`src/hw/rtl/play_state_rhythm_divider_assert.svh`:
```
// ----------------------------------------------------------------------------
// play state rhythm divider assertion macros
// clocked assertion helpers shared by the top and core rtl modules
// ----------------------------------------------------------------------------
`ifndef PLAY_STATE_RHYTHM_DIVIDER_ASSERT_SVH
`define PLAY_STATE_RHYTHM_DIVIDER_ASSERT_SVH

// property checked on every rising clock edge outside reset
`define PSRD_ASSERT(label, prop, msg) \
    label: assert property (@(posedge i_clk) disable iff (!i_rst_n) (prop)) \
        else $error(msg);

// condition that must hold in the cycle after a trigger
`define PSRD_ASSERT_NEXT(label, trig, cond, msg) \
    label: assert property (@(posedge i_clk) disable iff (!i_rst_n) \
        (trig) |=> (cond)) else $error(msg);

`endif

```
`src/hw/rtl/psrd_pkg.sv`:
```
// ----------------------------------------------------------------------------
// psrd_pkg
// shared types and constants of the play state rhythm divider
// ----------------------------------------------------------------------------
`default_nettype none

package psrd_pkg;

    localparam int NUM_RHYTHMS   = 4;
    localparam int PERIOD_BITS   = 18;
    localparam int CFG_SLOTS     = 4;
    localparam int DIV_BITS      = 5;
    localparam int TGT_BITS      = 2;
    localparam int STEP_BITS     = 3;
    localparam int CFG_IDX_BITS  = 4;
    localparam int CFG_DATA_BITS = 5;
    localparam int IN_TDATA_BITS  = 24;
    localparam int OUT_TDATA_BITS = 16;

    // register indexes
    localparam logic [CFG_IDX_BITS-1:0] CFG_DIVISOR_A = 4'd0;
    localparam logic [CFG_IDX_BITS-1:0] CFG_DIVISOR_B = 4'd1;
    localparam logic [CFG_IDX_BITS-1:0] CFG_DIVISOR_C = 4'd2;
    localparam logic [CFG_IDX_BITS-1:0] CFG_DIVISOR_D = 4'd3;
    localparam logic [CFG_IDX_BITS-1:0] CFG_TARGET_A  = 4'd4;
    localparam logic [CFG_IDX_BITS-1:0] CFG_TARGET_B  = 4'd5;
    localparam logic [CFG_IDX_BITS-1:0] CFG_TARGET_C  = 4'd6;
    localparam logic [CFG_IDX_BITS-1:0] CFG_TARGET_D  = 4'd7;

    // target codes
    localparam logic [TGT_BITS-1:0] TGT_NONE = 2'd0;
    localparam logic [TGT_BITS-1:0] TGT_SEQ1 = 2'd1;
    localparam logic [TGT_BITS-1:0] TGT_SEQ2 = 2'd2;
    localparam logic [TGT_BITS-1:0] TGT_BOTH = 2'd3;

    localparam logic [DIV_BITS-1:0] DIVISOR_RESET = 5'd1;

    typedef enum logic [1:0] {
        MODE_OFF   = 2'd0,
        MODE_GATED = 2'd1,
        MODE_SEQ   = 2'd2
    } t_mode;

    typedef struct packed {
        logic [CFG_SLOTS-1:0][DIV_BITS-1:0] divisor;
        logic [CFG_SLOTS-1:0][TGT_BITS-1:0] target;
    } t_cfg;

    typedef struct packed {
        logic                   play_press;
        logic                   gate_press;
        logic [PERIOD_BITS-1:0] beat_period;
    } t_in_item;

    typedef struct packed {
        t_mode                play_mode;
        logic                 env_trigger;
        logic                 env_release;
        logic                 sustain_on;
        logic                 seq_restart;
        logic [STEP_BITS-1:0] seq1_steps;
        logic [STEP_BITS-1:0] seq2_steps;
        logic                 seq1_active;
        logic                 seq2_active;
    } t_result;

endpackage

`default_nettype wire

```
`src/hw/rtl/play_state_rhythm_divider.sv`:
```
// ----------------------------------------------------------------------------
// play_state_rhythm_divider
// play mode and rhythm divider, one item per audio sample
// ----------------------------------------------------------------------------
//  channel   direction  handshake                 payload
//  s_axis    in         tvalid / tready           play, gate, beat period
//  m_axis    out        tvalid / tready           mode, envelope, sequence ctl
//  cfg       in         valid / ready             register index, write data
//
//  one item per cycle while results are taken; an item passes the input
//  register, the single pass of state logic and then the result register
//  synchronous active-low reset clears mode, counters and active flags and sets sustain, no sweep
//  a stalled result holds the result register; the input register still
//  takes an item and holds it until the result register frees
// ----------------------------------------------------------------------------
`default_nettype none

`include "play_state_rhythm_divider_assert.svh"

module play_state_rhythm_divider (
    input  wire logic                                i_clk,
    input  wire logic                                i_rst_n,
    input  wire logic                                i_s_axis_tvalid,
    output logic                                     o_s_axis_tready,
    // play_press[0], gate_press[1], beat_period[19:2], zero pad
    input  wire logic [psrd_pkg::IN_TDATA_BITS-1:0]  i_s_axis_tdata,
    output logic                                     o_m_axis_tvalid,
    input  wire logic                                i_m_axis_tready,
    // play_mode[1:0], env_trigger[2], env_release[3], sustain_on[4],
    // seq_restart[5], seq1_steps[8:6], seq2_steps[11:9], seq1_active[12],
    // seq2_active[13], zero pad
    output logic [psrd_pkg::OUT_TDATA_BITS-1:0]      o_m_axis_tdata,
    input  wire logic                                i_cfg_valid,
    output logic                                     o_cfg_ready,
    input  wire logic [psrd_pkg::CFG_IDX_BITS-1:0]   i_cfg_index,
    input  wire logic [psrd_pkg::CFG_DATA_BITS-1:0]  i_cfg_data
);

    localparam int PB = psrd_pkg::PERIOD_BITS;
    localparam int SB = psrd_pkg::STEP_BITS;
    localparam int RES_BITS = 8 + 2 * SB;

    psrd_pkg::t_cfg      w_cfg;
    psrd_pkg::t_in_item  r_in_item;
    logic                r_in_valid;
    psrd_pkg::t_result   w_result;
    psrd_pkg::t_result   r_out;
    logic                r_out_valid;
    logic                w_step;
    logic                w_in_fire;

    psrd_cfg u_cfg (
        .i_clk       (i_clk),
        .i_rst_n     (i_rst_n),
        .i_cfg_valid (i_cfg_valid),
        .o_cfg_ready (o_cfg_ready),
        .i_cfg_index (i_cfg_index),
        .i_cfg_data  (i_cfg_data),
        .o_cfg       (w_cfg)
    );

    psrd_core u_core (
        .i_clk    (i_clk),
        .i_rst_n  (i_rst_n),
        .i_step   (w_step),
        .i_item   (r_in_item),
        .i_cfg    (w_cfg),
        .o_result (w_result)
    );

    assign w_step          = r_in_valid && (!r_out_valid || i_m_axis_tready);
    assign o_s_axis_tready = !r_in_valid || w_step;
    assign w_in_fire       = i_s_axis_tvalid && o_s_axis_tready;
    assign o_m_axis_tvalid = r_out_valid;

    assign o_m_axis_tdata = {
        (psrd_pkg::OUT_TDATA_BITS - RES_BITS)'(0),
        r_out.seq2_active,
        r_out.seq1_active,
        r_out.seq2_steps,
        r_out.seq1_steps,
        r_out.seq_restart,
        r_out.sustain_on,
        r_out.env_release,
        r_out.env_trigger,
        r_out.play_mode
    };

    always_ff @(posedge i_clk) begin
        if (!i_rst_n) begin
            r_in_valid  <= 1'b0;
            r_out_valid <= 1'b0;
        end else begin
            if (w_in_fire) begin
                r_in_valid <= 1'b1;
            end else if (w_step) begin
                r_in_valid <= 1'b0;
            end
            if (w_step) begin
                r_out_valid <= 1'b1;
            end else if (i_m_axis_tready) begin
                r_out_valid <= 1'b0;
            end
        end
    end

    // payload registers, input item cleared so the core never sees unknowns
    always_ff @(posedge i_clk) begin
        if (!i_rst_n) begin
            r_in_item <= '0;
        end else if (w_in_fire) begin
            r_in_item.play_press  <= i_s_axis_tdata[0];
            r_in_item.gate_press  <= i_s_axis_tdata[1];
            r_in_item.beat_period <= i_s_axis_tdata[PB+1:2];
        end
        if (w_step) begin
            r_out <= w_result;
        end
    end

    `PSRD_ASSERT_NEXT(a_step_fills_result, w_step, r_out_valid,
        "result register empty after a step")
    `PSRD_ASSERT_NEXT(a_held_item_kept, r_in_valid && !w_step, r_in_valid,
        "waiting input item dropped")
    `PSRD_ASSERT(a_ready_when_result_free, r_out_valid || o_s_axis_tready,
        "input not ready while result register is free")

endmodule

`default_nettype wire

```
`src/hw/rtl/psrd_cfg.sv`:
```
// ----------------------------------------------------------------------------
// psrd_cfg
// divisor and target registers written through the configuration channel
// ----------------------------------------------------------------------------
`default_nettype none

module psrd_cfg (
    input  wire logic                              i_clk,
    input  wire logic                              i_rst_n,
    input  wire logic                              i_cfg_valid,
    output logic                                   o_cfg_ready,
    input  wire logic [psrd_pkg::CFG_IDX_BITS-1:0] i_cfg_index,
    input  wire logic [psrd_pkg::CFG_DATA_BITS-1:0] i_cfg_data,
    output psrd_pkg::t_cfg                         o_cfg
);

    psrd_pkg::t_cfg r_cfg;
    psrd_pkg::t_cfg n_cfg;

    assign o_cfg_ready = 1'b1;
    assign o_cfg       = r_cfg;

    always_comb begin
        n_cfg = r_cfg;
        if (i_cfg_valid) begin
            case (i_cfg_index)
                psrd_pkg::CFG_DIVISOR_A: n_cfg.divisor[0] = i_cfg_data[psrd_pkg::DIV_BITS-1:0];
                psrd_pkg::CFG_DIVISOR_B: n_cfg.divisor[1] = i_cfg_data[psrd_pkg::DIV_BITS-1:0];
                psrd_pkg::CFG_DIVISOR_C: n_cfg.divisor[2] = i_cfg_data[psrd_pkg::DIV_BITS-1:0];
                psrd_pkg::CFG_DIVISOR_D: n_cfg.divisor[3] = i_cfg_data[psrd_pkg::DIV_BITS-1:0];
                psrd_pkg::CFG_TARGET_A:  n_cfg.target[0]  = i_cfg_data[psrd_pkg::TGT_BITS-1:0];
                psrd_pkg::CFG_TARGET_B:  n_cfg.target[1]  = i_cfg_data[psrd_pkg::TGT_BITS-1:0];
                psrd_pkg::CFG_TARGET_C:  n_cfg.target[2]  = i_cfg_data[psrd_pkg::TGT_BITS-1:0];
                psrd_pkg::CFG_TARGET_D:  n_cfg.target[3]  = i_cfg_data[psrd_pkg::TGT_BITS-1:0];
                // indexes past the list are dropped
                default: n_cfg = r_cfg;
            endcase
        end
    end

    always_ff @(posedge i_clk) begin
        if (!i_rst_n) begin
            for (int i = 0; i < psrd_pkg::CFG_SLOTS; i++) begin
                r_cfg.divisor[i] <= psrd_pkg::DIVISOR_RESET;
                r_cfg.target[i]  <= psrd_pkg::TGT_NONE;
            end
            r_cfg.target[0] <= psrd_pkg::TGT_SEQ1;
        end else begin
            r_cfg <= n_cfg;
        end
    end

endmodule

`default_nettype wire

```
`src/hw/rtl/psrd_core.sv`:
```
// ----------------------------------------------------------------------------
// psrd_core
// play mode state machine, base-beat counter and rhythm counters
// ----------------------------------------------------------------------------
`default_nettype none

`include "play_state_rhythm_divider_assert.svh"

module psrd_core (
    input  wire logic               i_clk,
    input  wire logic               i_rst_n,
    input  wire logic               i_step,
    input  wire psrd_pkg::t_in_item i_item,
    input  wire psrd_pkg::t_cfg     i_cfg,
    output psrd_pkg::t_result       o_result
);

    psrd_pkg::t_mode                        r_mode;
    psrd_pkg::t_mode                        n_mode;
    logic [psrd_pkg::PERIOD_BITS-1:0]       r_beat;
    logic [psrd_pkg::PERIOD_BITS-1:0]       n_beat;
    logic [psrd_pkg::DIV_BITS-1:0]          r_cnt [psrd_pkg::NUM_RHYTHMS];
    logic [psrd_pkg::DIV_BITS-1:0]          n_cnt [psrd_pkg::NUM_RHYTHMS];
    logic                                   r_sustain;
    logic                                   n_sustain;
    logic [psrd_pkg::TGT_BITS-1:0]          r_active;
    logic [psrd_pkg::TGT_BITS-1:0]          n_active;

    logic [psrd_pkg::PERIOD_BITS:0]         w_beat_inc;
    logic                                   w_beat_hit;
    logic [psrd_pkg::DIV_BITS:0]            w_cnt_inc [psrd_pkg::NUM_RHYTHMS];
    logic [psrd_pkg::NUM_RHYTHMS-1:0]       w_wrap;

    assign w_beat_inc = {1'b0, r_beat} + (psrd_pkg::PERIOD_BITS+1)'(1);
    assign w_beat_hit = (r_mode == psrd_pkg::MODE_SEQ) && !i_item.play_press
                        && (w_beat_inc >= {1'b0, i_item.beat_period});

    always_comb begin
        for (int i = 0; i < psrd_pkg::NUM_RHYTHMS; i++) begin
            w_cnt_inc[i] = {1'b0, r_cnt[i]} + (psrd_pkg::DIV_BITS+1)'(1);
            w_wrap[i]    = (i_cfg.target[i] != psrd_pkg::TGT_NONE)
                           && (w_cnt_inc[i] >= {1'b0, i_cfg.divisor[i]});
        end
    end

    // next state
    always_comb begin
        n_mode    = r_mode;
        n_beat    = r_beat;
        n_sustain = r_sustain;
        n_active  = r_active;
        for (int i = 0; i < psrd_pkg::NUM_RHYTHMS; i++) begin
            n_cnt[i] = r_cnt[i];
        end
        case (r_mode)
            psrd_pkg::MODE_OFF: begin
                if (i_item.play_press) begin
                    n_mode    = psrd_pkg::MODE_SEQ;
                    n_sustain = 1'b0;
                    // loaded with the period so the next sample is a beat
                    n_beat    = i_item.beat_period;
                end else if (i_item.gate_press) begin
                    n_mode = psrd_pkg::MODE_GATED;
                end
            end
            psrd_pkg::MODE_GATED: begin
                if (i_item.gate_press) begin
                    n_mode = psrd_pkg::MODE_OFF;
                end
            end
            psrd_pkg::MODE_SEQ: begin
                if (i_item.play_press) begin
                    n_mode    = psrd_pkg::MODE_OFF;
                    n_sustain = 1'b1;
                end else if (w_beat_hit) begin
                    n_beat   = '0;
                    n_active = '0;
                    for (int i = 0; i < psrd_pkg::NUM_RHYTHMS; i++) begin
                        if (i_cfg.target[i] != psrd_pkg::TGT_NONE) begin
                            n_active = n_active | i_cfg.target[i];
                            n_cnt[i] = w_wrap[i] ? '0
                                       : w_cnt_inc[i][psrd_pkg::DIV_BITS-1:0];
                        end
                    end
                end else begin
                    n_beat = w_beat_inc[psrd_pkg::PERIOD_BITS-1:0];
                end
            end
            default: begin
                n_mode = psrd_pkg::MODE_OFF;
            end
        endcase
    end

    // outputs
    always_comb begin
        o_result             = '0;
        o_result.play_mode   = n_mode;
        o_result.sustain_on  = n_sustain;
        o_result.seq1_active = n_active[0];
        o_result.seq2_active = n_active[1];
        o_result.seq_restart = (r_mode == psrd_pkg::MODE_OFF) && i_item.play_press;
        o_result.env_release = ((r_mode == psrd_pkg::MODE_GATED) && i_item.gate_press)
                               || ((r_mode == psrd_pkg::MODE_SEQ) && i_item.play_press);
        o_result.env_trigger = ((r_mode == psrd_pkg::MODE_OFF) && !i_item.play_press
                                && i_item.gate_press)
                               || (w_beat_hit && (|w_wrap));
        if (w_beat_hit) begin
            for (int i = 0; i < psrd_pkg::NUM_RHYTHMS; i++) begin
                o_result.seq1_steps = o_result.seq1_steps
                    + psrd_pkg::STEP_BITS'(w_wrap[i] & i_cfg.target[i][0]);
                o_result.seq2_steps = o_result.seq2_steps
                    + psrd_pkg::STEP_BITS'(w_wrap[i] & i_cfg.target[i][1]);
            end
        end
    end

    always_ff @(posedge i_clk) begin
        if (!i_rst_n) begin
            r_mode    <= psrd_pkg::MODE_OFF;
            r_beat    <= '0;
            r_sustain <= 1'b1;
            r_active  <= '0;
            for (int i = 0; i < psrd_pkg::NUM_RHYTHMS; i++) begin
                r_cnt[i] <= '0;
            end
        end else if (i_step) begin
            r_mode    <= n_mode;
            r_beat    <= n_beat;
            r_sustain <= n_sustain;
            r_active  <= n_active;
            for (int i = 0; i < psrd_pkg::NUM_RHYTHMS; i++) begin
                r_cnt[i] <= n_cnt[i];
            end
        end
    end

    `PSRD_ASSERT(a_restart_enters_seq,
        !o_result.seq_restart || (n_mode == psrd_pkg::MODE_SEQ),
        "sequence restart without entering sequencing")
    `PSRD_ASSERT_NEXT(a_beat_clears_count, i_step && w_beat_hit, r_beat == '0,
        "beat counter not cleared after a base beat")
    `PSRD_ASSERT(a_steps_trigger,
        ((o_result.seq1_steps == '0) && (o_result.seq2_steps == '0))
        || o_result.env_trigger,
        "sequence advance without envelope trigger")

endmodule

`default_nettype wire

```
`config.mk`:
```
export PLATFORM = sky130hd
export DESIGN_NAME = play_state_rhythm_divider
export DESIGN_NICKNAME = d
export VERILOG_FILES = /design/src/hw/rtl/psrd_pkg.sv /design/src/hw/rtl/play_state_rhythm_divider.sv /design/src/hw/rtl/psrd_cfg.sv /design/src/hw/rtl/psrd_core.sv
export VERILOG_INCLUDE_DIRS = /design/src /design/src/hw/rtl
export SDC_FILE = /design/constraint.sdc
export NUM_CORES = 1
export LEC_CHECK = 0
export BUFFER_PORTS_ARGS = -buffer_cell sky130_fd_sc_hd__buf_2
export CORE_MARGIN = 2
export CORE_UTILIZATION = 39
export DETAILED_ROUTE_END_ITERATION = 8
export GPL_ROUTABILITY_DRIVEN = 0
export SLEW_MARGIN = 15
export SYNTH_ARGS = -nofsm -noshare
export SYNTH_HDL_FRONTEND = slang
export SYNTH_SLANG_ARGS = --single-unit
```
`constraint.sdc`:
```
create_clock -name i_clk -period 5.9 [get_ports i_clk]
set_input_delay 0.59 -clock i_clk [delete_from_list [all_inputs] [get_ports i_clk]]
set_output_delay 0.59 -clock i_clk [all_outputs]
set_load 0.05 [all_outputs]
```
**Word level (Yosys, flattened, before mapping)**

Memory sizes are Yosys's and may differ from the RTL's.
Cells that the tools add are included.

- $add $sub $neg: 11
- Magnitude comparators: 5
- Equality and inequality tests: 11
- Muxes and demuxes: 51
- Bitwise gates (word level): 15
- Reduce and logical (&&, ||, !) cells: 40

Operator list:

| cell | count |
|---|---|
| two-way mux 20 bit | 3 |
| two-way mux 5 bit | 12 |
| two-way mux 18 bit | 3 |
| two-way mux 2 bit | 20 |
| one-hot mux 18 bit (2 select lines) | 1 |
| adder 5 x 1 -> 6 bit, second input constant | 4 |
| >= comparator 6 x 5 -> 1 bit | 4 |
| adder 18 x 1 -> 19 bit, second input constant | 1 |
| >= comparator 19 x 18 -> 1 bit | 1 |
| adder 3 bit | 6 |
| == test 4 x 3 -> 1 bit, second input constant | 4 |
| AND reduction 2 bit | 8 |
| logical AND 1 bit | 14 |
| nonzero test 2 bit | 7 |
| two-way mux 1 bit | 10 |
| AND 1 bit | 8 |
| == test 4 x 2 -> 1 bit, second input constant | 2 |
| bitwise OR 2 bit | 3 |
| one-hot mux 2 bit (3 select lines) | 1 |
| == test 4 x 1 -> 1 bit, second input constant | 1 |
| zero test 4 bit | 1 |
| logical OR 1 bit | 4 |
| != test 2 bit, second input constant | 2 |
| bitwise OR 1 bit | 4 |
| other kinds (7) | 9 |

- Bits in registers: 87
- RAM bits: 20
- Bits of input ports: 38
- Output and inout bits: 19
- Memories kept: 1

Memories:

| name | words | bits a word | rd ports | clocked after Yosys merged registers in | wr ports | RTL line | source |
|---|---|---|---|---|---|---|---|
| u_core.r_cnt | 4 | 5 | 4 | 0 | 4 | psrd_core.sv:22 | `logic [psrd_pkg::DIV_BITS-1:0] r_cnt [psrd_pkg::NUM_RHYTHMS];` |

**Longest topological paths before layout**

- Depth after elaboration: 21
- Depth in mapped cells: 13
- Gate-level depth less buffers: 13

**By module**

A second synthesis with hierarchy kept.

- Cell total of the unflattened synthesis: 670
- Area, all modules: 6,208.5 µm²

By module, submodules not included:

| module | instances | cells each | area each (µm²) |
|---|---|---|---|
| psrd_core | 1 | 448 | 3,758.6 |
| play_state_rhythm_divider | 1 | 113 | 1,331.3 |
| psrd_cfg | 1 | 109 | 1,118.6 |

**Least setup slack after synthesis**

OpenSTA, ideal clock, no wires.

- Path kind: reg2reg
- Start point: register, netlist name u_core.r_beat[2]
- End point: memory u_core.r_cnt[0][0] (netlist bit) (enable)
- Arrival: 3.053 ns
- Data required time: 5.526 ns
- Slack: 2.473 ns
- Cell stages (with the launch flop): 11
- Path buffers: 1
- Period minus slack after synthesis: 3.427 ns
- Cell sequence: dfxtp_1 nand3_2 or3_4 xnor2_1 ha_1 nand4_1 nand2b_1 a2111oi_0 clkbuf_1 o211ai_1 o21ai_0

RTL lines:

| element | RTL line |
|---|---|
| to (decl) | psrd_core.sv:22 |

==> key figures <==
Layout
  • Inserted Diodes: 0
  • Fraction of layout instances using a drive strength above 1: a little over an eighth
  • Synthesis-to-layout area growth: 11.5%
  • Final layout net count: between 700 and 800
  • Multi-input logic area: between 3000 and 4000 sq um
  • Area of all sequential standard cells: 2480 sq um
  • Layout Utilization: 44.8%
  • Layout Cells excl Fill: 915
  • Fillers: 1479

CTS
  • Level count of the clock H-tree: 3
  • Post-CTS setup buffers: 0
  • TritonCTS sink count: 107
  • Buffer levels on the longest clock path: 2
  • Worst skew pair latency: 0.35 ns
  • CTS Hold Buffers Added: 0
  • Clock tree root buffer cell: sky130_fd_sc_hd__clkbuf_16
  • CTS Buf Count: 9
  • Count of cells resized by post-cts repair: 0
  • Clock transition at the register clock pins on the worst setup and hold paths after CTS: about 0.070 ns
  • Clock tree from TritonCTS: done

Detailed routing
  • Total wire length: between 10000 and 15000 um
  • DRT Pass-1 Iters: 5
  • Final routed DRC violation total: 0
  • Wirelength per Cell: approximately 14 um
  • Vias/cell: between 5 and 6
  • Vias post-DR: 4641
  • First DRT Iteration DRCs: between 200 and 250
  • Number of antenna-violating nets in the routed design: 0

Timing
  • Number of slew-limit violations in the final report: 0
  • Total Negative Setup Slacks: 0 ns
  • Number of hold-slack violations in the final timing report: 0
  • RSZ-0062 raised after global routing: false
  • Relative slew margins: 44.9%
  • Period Utilization, post-route: around 64%
  • Highest clock frequency the design can meet: roughly 260 MHz
  • Clock skew: 0.00791 ns
  • Clock period minus final worst setup slack: roughly 3.8 ns
  • Worst-margin pin slew: 0.827 ns
  • Hold slack: roughly 0.47 ns
  • # setup viols final: 0

Synth
  • Area fraction of the dominant cell type after synthesis: 23.8%
  • Number of enable flip-flop cells after synthesis: 34
  • YS warnings: 0
  • Count of state elements after synthesis: 107
  • Leading area contributor after synthesis: sky130_fd_sc_hd__dfxtp_1
  • Prevailing post-synth register cell: sky130_fd_sc_hd__dfxtp_1
  • Cells taking the most area after synthesis: sky130_fd_sc_hd__dfxtp_1, sky130_fd_sc_hd__edfxtp_1, sky130_fd_sc_hd__ha_1, sky130_fd_sc_hd__nand2_1, sky130_fd_sc_hd__mux2i_1
  • Sequential element share of the synthesized area: 40.3%
  • Cell area after technology mapping: around 6000 sq um
  • Library cells used by synthesis: 62
  • Mean instance size in the synthesized netlist: 9.18 sq um
  • Async set-or-reset flop fraction in the synthesized netlist: 0%
  • Instance count of the mapped netlist: 670

Placed design
  • Post-DP HPWL: 9630 um
  • PortBufs: 49
  • DP Cell Count: around 900

Pwr
  • Final Power: 1.65 mW
  • Largest vdd supply drop: 0.133 mV
  • Reported leakage power: 2.81 nW
  • Total power density per cell area: 240 nW/um^2

Critical path
  • Reg-to-Reg End: u_core.r_cnt[2][4]
  • Worst Path Class, Setup: reg -> reg
  • Critical Path Fanout Max: 6
  • Critical path required time: about 6 ns
  • Internal reg-to-reg setup slack: 2.10 ns
  • Reg2reg start: u_core.r_beat[0]
  • Number of cells on the worst reg-to-reg path: 11
  • CP startpoint kind: flop
  • Kind of end point of the critical path: flop
  • Arrival time worst endpoint: 3.78 ns

Hold path
  • Min-delay src: r_in_item[17]
  • Hold path depth: 2
  • End point of the worst hold path: r_in_item[17]
  • Classification of the worst-slack hold path: reg -> reg

Global route
  • Vias in the first global route: 4643
  • Number of antenna violations at the first check in global routing: 0
  • Overall Global Routing Usage: 16.6%
  • Largest net degree at the start of global routing: 84
  • First-pass GRT wire length: around 22000 um
  • GRT Residual Overflow: 0

Run
  • Number of max-cap violations: 0

Floorplan
  • Height of the chip: 130 um
  • Floorplan die area: ~17000 sq um
  • Cell row count: 45
  • Number of top-level design ports: 57
  • Chip width: between 100 and 150 um
  • Initial cell density of the core: between 40% and 50%
  • Core outline area: around 15000 sq um

Outcome
  • Run status: completed
[worst max-delay path by stage]
stage / from / end / slack (ns)
4_1_cts: u_core.r_beat[0] / u_core.r_cnt[3][2] / 2.09
3_3_place_gp: u_core.r_beat[0] / u_core.r_cnt[2][0] / 2.17
5_1_grt: u_core.r_beat[0] / u_core.r_cnt[2][0] / 1.76
2_1_floorplan: u_core.r_beat[2] / u_core.r_cnt[0][0] / 2.47
3_5_place_dp: u_core.r_beat[0] / u_core.r_cnt[2][4] / 2.09
6_report: u_core.r_beat[0] / u_core.r_cnt[2][4] / 2.10
[area by class of cell]
type | instances | share of cell area [%]
Clock inverter | 5 | 1.13
Multi-Input combinational cell | 484 | 49.0
Clock buffer | 11 | 3.39
Tap cell | 211 | 3.85
Inverter | 43 | 2.35
Timing Repair Buffer | 54 | 4.12
Sequential cell | 107 | 36.2
[layout by cell type (no fill, tap or decap), types with 4 or more instances in the layout]
| cell type | instances |
|---|---|
| sky130_fd_sc_hd__o21ai_0 | 31 |
| sky130_fd_sc_hd__and3_1 | 10 |
| sky130_fd_sc_hd__a21boi_0 | 25 |
| sky130_fd_sc_hd__a21oi_1 | 13 |
| sky130_fd_sc_hd__nand4_1 | 7 |
| sky130_fd_sc_hd__or2_2 | 5 |
| sky130_fd_sc_hd__o21a_1 | 5 |
| sky130_fd_sc_hd__or3_1 | 4 |
| sky130_fd_sc_hd__xnor2_1 | 17 |
| sky130_fd_sc_hd__mux2i_1 | 28 |
| sky130_fd_sc_hd__nor2_1 | 29 |
| sky130_fd_sc_hd__o221a_2 | 7 |
| sky130_fd_sc_hd__ha_1 | 47 |
| sky130_fd_sc_hd__clkbuf_16 | 9 |
| sky130_fd_sc_hd__nand3b_1 | 5 |
| sky130_fd_sc_hd__edfxtp_1 | 34 |
| sky130_fd_sc_hd__nand2b_1 | 11 |
| sky130_fd_sc_hd__or4b_1 | 4 |
| sky130_fd_sc_hd__a31oi_1 | 11 |
| sky130_fd_sc_hd__nor2b_1 | 41 |
| sky130_fd_sc_hd__buf_2 | 49 |
| sky130_fd_sc_hd__xor2_1 | 11 |
| sky130_fd_sc_hd__inv_1 | 43 |
| sky130_fd_sc_hd__nor3_1 | 8 |
| sky130_fd_sc_hd__dfxtp_1 | 73 |
| sky130_fd_sc_hd__buf_4 | 5 |
| sky130_fd_sc_hd__nand3_1 | 16 |
| sky130_fd_sc_hd__nand2_1 | 97 |
[power breakdown]
part | internal, mW | switching (mW) | leakage (nW)
sequential | 0.786 | 0.0231 | 0.938
combinational | 0.0761 | 0.128 | 1.72
clock | 0.372 | 0.261 | 0.152
total | 1.23 | 0.412 | 2.81
[cells in the mapped netlist, drive strengths merged, types with 6 or more instances]
library cell	number
nand2	97
dfxtp	73
ha	47
inv	43
nor2b	41
edfxtp	34
o21ai	32
nor2	30
clkbuf	29
mux2i	28
a21boi	25
nand3	17
xnor2	17
a21oi	13
xor2	12
a31oi	11
nand2b	11
and3	10
nor3	10
nand4	9
buf	8
o221a	7
or3	6
[through the flow]
step | area, sq um | setup slack (ns)
floorplan | 6160 | 2.47
global placement | 6550 | 2.17
detailed placement | 6550 | 2.09
CTS | 6860 | 2.09
global route | 6860 | 1.76
finish | 6860 | 2.10
[worst max-delay path, stage by stage (launching register included)]
cell and delay [ns]:
sky130_fd_sc_hd__dfxtp_1 0.42, sky130_fd_sc_hd__ha_1 0.26, sky130_fd_sc_hd__nand4_2 0.22, sky130_fd_sc_hd__nor2_1 0.16, sky130_fd_sc_hd__nand2_1 0.08, sky130_fd_sc_hd__xnor2_1 0.16
sky130_fd_sc_hd__ha_1 0.33, sky130_fd_sc_hd__nand4_1 0.15, sky130_fd_sc_hd__nand2b_1 0.22, sky130_fd_sc_hd__a2111oi_2 0.46, sky130_fd_sc_hd__o211ai_1 0.28, sky130_fd_sc_hd__o21ai_0 0.70
[cells by family (layout without fill, tap and decap cells)]
group / after synthesis / after routing / share of synthesized area, %
AOI/OAI and AO/OA: 112 / 112 / 12.4
xor gates and xnor gates: 29 / 29 / 4.25
adders and majority gates: 49 / 49 / 10.2
buffers and inverters: 80 / 113 / 5.27
DFF: 107 / 107 / 40.3
muxes: 30 / 30 / 4.92
other: 2 / 3 / 0.122
and+or+nand+nor: 261 / 261 / 22.5
[state kept, by name (all words and copies together) (netlist names)]
name / cells
r_in_valid: 1
u_cfg.o_cfg: 28
u_core.r_beat: 18
o_m_axis_tvalid: 1
r_in_item: 20
u_core.r_cnt: 20
o_m_axis_tdata: 14
u_core.r_mode: 2
u_core.r_active: 2
u_core.r_sustain: 1
[metal layers]
layer / vias to the layer above / GRT usage, % / share of wire [%]
li1: 2379 / - / -
met1: 2197 / 20.9 / 48
met2: 53 / 28.5 / 48
met3: 12 / 4.21 / 3.1
met4: 0 / 3.92 / 1.4
met5: - / 0 / 0
Power figures use the tool's default switching activity.
